<file path="config.mk">
export PLATFORM = sky130hd
export DESIGN_NAME = midi_delta_time_retimer
export DESIGN_NICKNAME = d
export VERILOG_FILES = /design/src/mdtr_pkg.sv /design/src/midi_delta_time_retimer.sv
export SDC_FILE = /design/constraint.sdc
export NUM_CORES = 1
export LEC_CHECK = 0
export BUFFER_PORTS_ARGS = -buffer_cell sky130_fd_sc_hd__clkbuf_2
export CAP_MARGIN = 20
export CORE_MARGIN = 10
export CORE_UTILIZATION = 35
export DETAILED_ROUTE_END_ITERATION = 10
export GPL_ROUTABILITY_DRIVEN = 0
export SYNTH_ARGS = -nofsm -noshare
export SYNTH_HDL_FRONTEND = slang
export SYNTH_SLANG_ARGS = --single-unit
</file>
<file path="constraint.sdc">
create_clock -name clk_i -period 3.46 [get_ports clk_i]
set_input_delay 0.173 -clock clk_i [delete_from_list [all_inputs] [get_ports clk_i]]
set_output_delay 0.173 -clock clk_i [all_outputs]
set_load 0.01 [all_outputs]
</file>
<file path="src/mdtr_pkg.sv">
// ---------------------------------------------------------------------------
// mdtr_pkg
// Shared types and constants of the MIDI delta-time retimer.
// ---------------------------------------------------------------------------
package mdtr_pkg;

  // Width of the largest scaled delta that fits a 4-byte variable-length quantity
  localparam int unsigned LimitBits = 28;
  localparam int unsigned GroupBits = 7;

  // Configuration register index (paddr bit 2)
  localparam logic REG_SOURCE_CLOCK = 1'b0;
  localparam logic REG_TARGET_CLOCK = 1'b1;

  // High nibbles of status bytes
  localparam logic [3:0] NIB_NOTE_OFF  = 4'h8;
  localparam logic [3:0] NIB_NOTE_ON   = 4'h9;
  localparam logic [3:0] NIB_CONTROL   = 4'hB;
  localparam logic [3:0] NIB_END       = 4'hF;
  localparam logic [3:0] NIB_UNKNOWN_A = 4'hA;
  localparam logic [3:0] NIB_UNKNOWN_D = 4'hD;
  localparam logic [3:0] NIB_UNKNOWN_E = 4'hE;

  typedef enum logic [1:0] {
    PH_DELTA  = 2'd0,
    PH_STATUS = 2'd1,
    PH_DATA   = 2'd2
  } phase_e;

endpackage

</file>
<file path="src/midi_delta_time_retimer.sv">
// ---------------------------------------------------------------------------
// midi_delta_time_retimer
// Retimes the delta times of a MIDI music section: decodes each VLQ delta,
// scales it by target_clock / source_clock and re-encodes it; status and
// data bytes pass through.
// ---------------------------------------------------------------------------
//  channel  | direction | handshake                 | payload
//  ---------+-----------+---------------------------+---------------------------
//  in       | sink      | in_valid_i / in_stall_o   | in_byte_i, start_of_stream_i
//  out      | source    | out_valid_o / out_stall_i | out_byte_o, last_of_run_o,
//           |           |                           | error_*_o, finished_o
//  config   | sink      | APB (psel/penable/pready) | source_clock, target_clock
//
// A byte is registered on transfer in and decoded in S_STEP. A pass-through byte
// is then loaded into the output register in S_PASS once that register is free.
// The final byte of a delta runs a bit-serial multiply (one target_clock bit
// per cycle), a restoring divide (one quotient bit per cycle), a check step
// and one cycle per encoded byte while the output is not stalled.
// Reset clears the parser and sets both clocks to 96. A stall on the output
// holds the block once the output register is full; the next byte is taken
// while the last result still waits.
module midi_delta_time_retimer
  import mdtr_pkg::*;
#(
  parameter int unsigned DELTA_BITS = 28
) (
  input  logic        clk_i,
  input  logic        rst_ni,

  input  logic        in_valid_i,
  output logic        in_stall_o,
  input  logic [7:0]  in_byte_i,
  input  logic        start_of_stream_i,

  output logic        out_valid_o,
  input  logic        out_stall_i,
  output logic [7:0]  out_byte_o,
  output logic        last_of_run_o,
  output logic        error_unknown_code_o,
  output logic        error_overflow_o,
  output logic        finished_o,

  input  logic        psel_i,
  input  logic        penable_i,
  input  logic        pwrite_i,
  input  logic [2:0]  paddr_i,
  input  logic [31:0] pwdata_i,
  output logic [31:0] prdata_o,
  output logic        pready_o
);

  localparam int unsigned ProdBits = DELTA_BITS + 16;
  localparam int unsigned CntBits  = $clog2(ProdBits);

  typedef enum logic [2:0] {
    S_IDLE,
    S_STEP,
    S_MUL,
    S_DIV,
    S_CHECK,
    S_EMIT,
    S_PASS
  } state_e;

  // Configuration
  logic [15:0] src_clk_q, tgt_clk_q;

  assign pready_o = 1'b1;
  assign prdata_o = (paddr_i[2] == REG_TARGET_CLOCK) ? {16'b0, tgt_clk_q} : {16'b0, src_clk_q};

  always_ff @(posedge clk_i or negedge rst_ni) begin
    if (!rst_ni) begin
      src_clk_q <= 16'd96;
      tgt_clk_q <= 16'd96;
    end else if (psel_i && penable_i && pwrite_i) begin
      if (paddr_i[2] == REG_SOURCE_CLOCK) begin
        src_clk_q <= pwdata_i[15:0];
      end else begin
        tgt_clk_q <= pwdata_i[15:0];
      end
    end
  end

  // Parser and datapath state
  state_e                  state_q, state_d;
  phase_e                  phase_q, phase_d;
  logic [1:0]              left_q, left_d;
  logic [DELTA_BITS-1:0]   acc_q, acc_d;
  logic                    end_q, end_d;
  logic                    unk_q, unk_d;
  logic                    ovf_q, ovf_d;
  logic                    stop_q, stop_d;

  logic [7:0]              byte_q, byte_d;
  logic                    sos_q, sos_d;
  logic [DELTA_BITS-1:0]   mcand_q, mcand_d;
  logic [15:0]             tsr_q, tsr_d;
  logic [ProdBits-1:0]     prod_q, prod_d;
  logic [15:0]             rem_q, rem_d;
  logic [CntBits-1:0]      cnt_q, cnt_d;
  logic [LimitBits-1:0]    esr_q, esr_d;
  logic [2:0]              ecnt_q, ecnt_d;

  logic                    ovalid_q, ovalid_d;
  logic [7:0]              obyte_q, obyte_d;
  logic                    olast_q, olast_d;
  logic                    ounk_q, ounk_d;
  logic                    oovf_q, oovf_d;
  logic                    ofin_q, ofin_d;

  // Effective state after an optional start-of-stream clear
  phase_e                  c_phase;
  logic [1:0]              c_left;
  logic [DELTA_BITS-1:0]   c_acc;
  logic                    c_end, c_unk, c_ovf, c_stop;

  logic [DELTA_BITS+6:0]   acc_shift;
  logic [DELTA_BITS-1:0]   acc_new;
  logic                    ovf_now;
  logic                    out_free;
  logic                    in_xfer;
  logic [16:0]             div_r;
  logic                    div_ge;
  logic [ProdBits+27:0]    q_ext;
  logic [LimitBits-1:0]    q_lim;
  logic                    q_over;
  logic [3:0]              nib;

  assign in_stall_o = (state_q != S_IDLE);
  assign in_xfer    = in_valid_i && (state_q == S_IDLE);
  assign out_free   = !ovalid_q || !out_stall_i;

  assign c_phase = sos_q ? PH_DELTA : phase_q;
  assign c_left  = sos_q ? 2'd0 : left_q;
  assign c_acc   = sos_q ? '0 : acc_q;
  assign c_end   = sos_q ? 1'b0 : end_q;
  assign c_unk   = sos_q ? 1'b0 : unk_q;
  assign c_ovf   = sos_q ? 1'b0 : ovf_q;
  assign c_stop  = sos_q ? 1'b0 : stop_q;

  assign acc_shift = {c_acc, byte_q[6:0]};
  assign acc_new   = acc_shift[DELTA_BITS-1:0];
  assign ovf_now   = (c_acc >> (DELTA_BITS - 7)) != '0;
  assign nib       = byte_q[7:4];

  assign div_r  = {rem_q, prod_q[ProdBits-1]};
  assign div_ge = div_r >= {1'b0, src_clk_q};

  assign q_ext  = {28'b0, prod_q};
  assign q_lim  = q_ext[LimitBits-1:0];
  assign q_over = (q_ext >> LimitBits) != '0;

  always_comb begin
    state_d  = state_q;
    phase_d  = phase_q;
    left_d   = left_q;
    acc_d    = acc_q;
    end_d    = end_q;
    unk_d    = unk_q;
    ovf_d    = ovf_q;
    stop_d   = stop_q;
    byte_d   = byte_q;
    sos_d    = sos_q;
    mcand_d  = mcand_q;
    tsr_d    = tsr_q;
    prod_d   = prod_q;
    rem_d    = rem_q;
    cnt_d    = cnt_q;
    esr_d    = esr_q;
    ecnt_d   = ecnt_q;
    ovalid_d = ovalid_q && out_stall_i;
    obyte_d  = obyte_q;
    olast_d  = olast_q;
    ounk_d   = ounk_q;
    oovf_d   = oovf_q;
    ofin_d   = ofin_q;

    case (state_q)
      S_IDLE: begin
        if (in_xfer) begin
          byte_d  = in_byte_i;
          sos_d   = start_of_stream_i;
          state_d = S_STEP;
        end
      end

      S_STEP: begin
        phase_d = c_phase;
        left_d  = c_left;
        acc_d   = c_acc;
        end_d   = c_end;
        unk_d   = c_unk;
        ovf_d   = c_ovf;
        stop_d  = c_stop;
        state_d = S_IDLE;
        if (!c_stop) begin
          if (c_phase == PH_DELTA) begin
            ovf_d = c_ovf || ovf_now;
            acc_d = acc_new;
            if (!byte_q[7]) begin
              acc_d   = '0;
              phase_d = PH_STATUS;
              if (!ovf_d) begin
                if (src_clk_q == '0) begin
                  ovf_d = 1'b1;
                end else begin
                  mcand_d = acc_new;
                  tsr_d   = tgt_clk_q;
                  prod_d  = '0;
                  cnt_d   = CntBits'(15);
                  state_d = S_MUL;
                end
              end
            end
          end else if (c_phase == PH_DATA && c_left != 2'd0) begin
            left_d  = c_left - 2'd1;
            state_d = S_PASS;
            if (c_left == 2'd1) begin
              phase_d = PH_DELTA;
              if (c_end || c_unk || c_ovf) begin
                stop_d = 1'b1;
              end
            end
          end else begin
            phase_d = PH_DATA;
            state_d = S_PASS;
            case (nib)
              NIB_END: begin
                end_d  = 1'b1;
                left_d = 2'd2;
              end
              NIB_NOTE_OFF, NIB_NOTE_ON, NIB_CONTROL: left_d = 2'd2;
              NIB_UNKNOWN_A, NIB_UNKNOWN_D, NIB_UNKNOWN_E: begin
                unk_d  = 1'b1;
                left_d = 2'd1;
              end
              default: left_d = 2'd1;
            endcase
          end
        end
      end

      // Shift-add, most significant multiplier bit first
      S_MUL: begin
        prod_d = {prod_q[ProdBits-2:0], 1'b0}
               + (tsr_q[15] ? ProdBits'(mcand_q) : '0);
        tsr_d  = {tsr_q[14:0], 1'b0};
        cnt_d  = cnt_q - CntBits'(1);
        if (cnt_q == '0) begin
          rem_d   = '0;
          cnt_d   = CntBits'(ProdBits - 1);
          state_d = S_DIV;
        end
      end

      // Restoring divide: quotient bits shift in where the dividend leaves
      S_DIV: begin
        rem_d  = div_ge ? 16'(div_r - {1'b0, src_clk_q}) : div_r[15:0];
        prod_d = {prod_q[ProdBits-2:0], div_ge};
        cnt_d  = cnt_q - CntBits'(1);
        if (cnt_q == '0) begin
          state_d = S_CHECK;
        end
      end

      S_CHECK: begin
        if (q_over) begin
          ovf_d   = 1'b1;
          state_d = S_IDLE;
        end else begin
          state_d = S_EMIT;
          // left-align the significant groups
          if (q_lim[27:21] != '0) begin
            ecnt_d = 3'd4;
            esr_d  = q_lim;
          end else if (q_lim[20:14] != '0) begin
            ecnt_d = 3'd3;
            esr_d  = {q_lim[20:0], 7'b0};
          end else if (q_lim[13:7] != '0) begin
            ecnt_d = 3'd2;
            esr_d  = {q_lim[13:0], 14'b0};
          end else begin
            ecnt_d = 3'd1;
            esr_d  = {q_lim[6:0], 21'b0};
          end
        end
      end

      S_EMIT: begin
        if (out_free) begin
          ovalid_d = 1'b1;
          obyte_d  = {ecnt_q != 3'd1, esr_q[27:21]};
          olast_d  = (ecnt_q == 3'd1);
          ounk_d   = unk_q;
          oovf_d   = ovf_q;
          ofin_d   = stop_q;
          esr_d    = {esr_q[20:0], 7'b0};
          ecnt_d   = ecnt_q - 3'd1;
          if (ecnt_q == 3'd1) begin
            state_d = S_IDLE;
          end
        end
      end

      S_PASS: begin
        if (out_free) begin
          ovalid_d = 1'b1;
          obyte_d  = byte_q;
          olast_d  = 1'b1;
          ounk_d   = unk_q;
          oovf_d   = ovf_q;
          ofin_d   = stop_q;
          state_d  = S_IDLE;
        end
      end

      default: state_d = S_IDLE;
    endcase
  end

  always_ff @(posedge clk_i or negedge rst_ni) begin
    if (!rst_ni) begin
      state_q  <= S_IDLE;
      phase_q  <= PH_DELTA;
      left_q   <= '0;
      acc_q    <= '0;
      end_q    <= 1'b0;
      unk_q    <= 1'b0;
      ovf_q    <= 1'b0;
      stop_q   <= 1'b0;
      ovalid_q <= 1'b0;
    end else begin
      state_q  <= state_d;
      phase_q  <= phase_d;
      left_q   <= left_d;
      acc_q    <= acc_d;
      end_q    <= end_d;
      unk_q    <= unk_d;
      ovf_q    <= ovf_d;
      stop_q   <= stop_d;
      ovalid_q <= ovalid_d;
    end
  end

  always_ff @(posedge clk_i) begin
    byte_q  <= byte_d;
    sos_q   <= sos_d;
    mcand_q <= mcand_d;
    tsr_q   <= tsr_d;
    prod_q  <= prod_d;
    rem_q   <= rem_d;
    cnt_q   <= cnt_d;
    esr_q   <= esr_d;
    ecnt_q  <= ecnt_d;
    obyte_q <= obyte_d;
    olast_q <= olast_d;
    ounk_q  <= ounk_d;
    oovf_q  <= oovf_d;
    ofin_q  <= ofin_d;
  end

  assign out_valid_o          = ovalid_q;
  assign out_byte_o           = obyte_q;
  assign last_of_run_o        = olast_q;
  assign error_unknown_code_o = ounk_q;
  assign error_overflow_o     = oovf_q;
  assign finished_o           = ofin_q;

endmodule
</file>
==> impl_metrics.tcl <==
set metrics [dict create \
    mostFrequentLayoutCell "nand2_1" \
    fin_skew_ns 0.01275 \
    ant_nets 0 \
    via_per_inst 5.308 \
    finalPower_mw 13.68 \
    path_clk_slew_ns 0.06 \
    grt_max_degree 73 \
    fin_area_um2 15260 \
    hp-class "input port to register" \
    multiInputGateArea_um2 6126 \
    layout_common_cells "182 x nand2_1, 162 x edfxtp_1, 109 x o21ai_0, 68 x dfrtp_1, 64 x a21oi_1" \
    ys_seq_elements 234 \
    grt_pass1_wl_um 54500 \
    crit_path_end_kind "register" \
    layout.nets 1479 \
    crit_fanout 28 \
    relSlewSlack_pct 36.30 \
    post-route-drc-count 0 \
    die_w_um 215.0 \
    netlist_area_um2 13310 \
    worst-setup-path-type "register to register" \
    drive_above_1_share_pct 14.46 \
    drt_wl_total_um 33660 \
    clock-sinks 234 \
    status "complete, no violations" \
    io_pins 98 \
    dr.pass1.iters 5 \
    hold_viol_final 0 \
    dp_hpwl_um 23580 \
    power.density_nw_per_um2 896.3 \
    row_count 71 \
    cts_max_level 1 \
    post_drt_wl_per_cell_um 17.63 \
    yosysTopAreaCellShare_pct 36.56 \
    worstPathArrival_ns 3.59 \
    syn_avg_cell_area_um2 10.20 \
    synth_cells 1305 \
    io_buffers 62 \
    place_area_um2 14160 \
    cts_resized 0 \
    cts_tree "done" \
    die_y_um 215.0 \
    irDropWorstVdd_mv 0.5086 \
    yosysTopAreaCell "edfxtp_1" \
    worst_slew_pin_slew_ns 0.9554 \
    start_kind "register" \
    seq_area_um2 6671 \
    areaGrowthSynthToFinish_pct 14.68 \
    yosysWarnings 0 \
    coreArea_um2 37580 \
    whs_ns 0.04894 \
    ys_seq_area_share_pct 50.14 \
    async_flop_share_pct 30.77 \
    ctsLongestPathBuffers 3 \
    synth_flop_cell "edfxtp_1" \
    finalSetupViolCount 0 \
    cts_made_buffers 26 \
    ctsRootBufferMaster "clkbuf_16" \
    p_leak_nw 5.878 \
    netlist_top_cells_area "edfxtp_1 37%, dfrtp_1 13%, nand2_1 5.1%" \
    num_vias 10133 \
    initial_core_util_pct 35.41 \
    grt-ovfl-total 0 \
    dieArea_um2 46220 \
    ys_types 82 \
    grt.total_usage_pct 14.09 \
    fin_crit_ns 3.211 \
    drt-initial-drc-count 892 \
    post-route-period-util_pct 92.80 \
    max_cap_viol_count 0 \
    synth-edff-count 162 \
    fillCellCount 3624 \
    cp.required_ns 3.84 \
    rsz0062_at_grt "no" \
    slew_viol_final 0 \
    clock.fmax_mhz 311.4 \
    grt_pass1_vias 9958 \
    finalSetupTns_ns 0 \
    clk_latency_ns 0.53 \
    grt_antenna_before_repair 1 \
]
layout make-up:
cell class                      instances  area share, %
Inverter                               36         0.8855
Antenna cell                            1        0.01640
Sequential cell                       234          43.72
Clock buffer                           39          4.854
Clock inverter                          9         0.6314
Multi-Input combinational cell        956          40.14
Tap cell                              511          4.190
Timing Repair Buffer                  123          5.559
registers in the layout, summed over array words and instances, names as in the netlist, 3 cells and up:
signal and cells:
acc_q 28, byte_q 8, cnt_q 6, ecnt_q 3, esr_q 28, mcand_q 28, out_byte_o 8, prod_q 44
rem_q 16, src_clk_q 16, state_q 3, tgt_clk_q 16, tsr_q 16
per-layer routing:
layer	up-vias	GRT usage [%]	share of wire, %
met5	-	0	0
met4	0	3.943	2.2
met3	46	2.683	6.3
met2	255	22.00	46
met1	4899	19.53	46
li1	4933	-	-
power by group:
| group | internal (mW) | switching, mW |
|---|---|---|
| clock network | 1.62 | 1.12 |
| logic | 2.23 | 3.44 |
| registers | 4.31 | 0.945 |
| total | 8.16 | 5.51 |
cells in the mapped netlist, types with 10 or more instances:
library cell  number
and2_1            34
nand3_1           47
clkbuf_1          64
nor3_1            19
o221ai_1          10
a22oi_1           36
a21oi_1           64
xor2_1            13
o21ai_0          111
ha_1              49
mux2_2            42
xnor2_1           21
edfxtp_1         162
nand4_1           14
dfrtp_1           68
nor2_1            61
nor2b_1           29
and3_1            14
a21o_1            13
a31oi_1           14
o31ai_1           16
nand2_1          182
nor4_1            17
inv_1             36
buf_4             22
o211ai_1          10
metrics by stage:
| stage | util [%] | cells | worst slack [ns] |
|---|---|---|---|
| floorplan | - | 1320 | 0.3999 |
| global route | 40.60 | 1908 | 0.09660 |
| finish | 40.61 | 1909 | 0.2490 |
| CTS | 40.60 | 1908 | 0.2952 |
| detailed placement | 37.68 | 1834 | 0.3007 |
| global placement | 37.68 | 1834 | 0.3033 |
worst max-delay path, cell delays in order (launching register included):
cell      delay (ns)
edfxtp_1        0.36
buf_4           0.21
and2_1          0.15
ha_1            0.44
nand4_1         0.17
nor3_1          0.27
o21ai_1         0.11
a31oi_1         0.27
nor2_2          0.09
o211a_4         0.33
or4_1           0.51
a21oi_1         0.15
final timing paths:
check / start / to / slack [ns] / cells after the start
max: tsr_q[15]$_DFFE_PP_ / prod_q[38]$_DFFE_PP_ / 0.25 / 11
min: out_stall_i / out_valid_o$_DFF_PN0_ / 0.05 / 3
max reg2reg: tsr_q[15]$_DFFE_PP_ / prod_q[38]$_DFFE_PP_ / 0.25 / 11
max in group asynchronous: rst_ni / tgt_clk_q[12]$_DFFE_PN0P_ / 2.49 / 2
min reg2reg: end_q$_DFFE_PN0P_ / end_q$_DFFE_PN0P_ / 0.47 / 2
min in group asynchronous: rst_ni / acc_q[3]$_DFFE_PN0P_ / 0.32 / 2
cells by family after synthesis:
family	count (synthesis)	synth area share, %
AOI/OAI and AO/OA	339	16.80
xor gates and xnor gates	34	2.238
adders and majority gates	51	4.908
buffers and inverters	130	4.495
DFF	234	50.14
muxes	47	3.930
other	2	0.05644
and+or+nand+nor	468	17.43
timing repair:
action | in CTS | in global routing
hold buffers | 26 | 0
endpoints found under the hold margin | 109 | 0
buffers inserted | 0 | 0
Power figures use the tool's default switching activity.
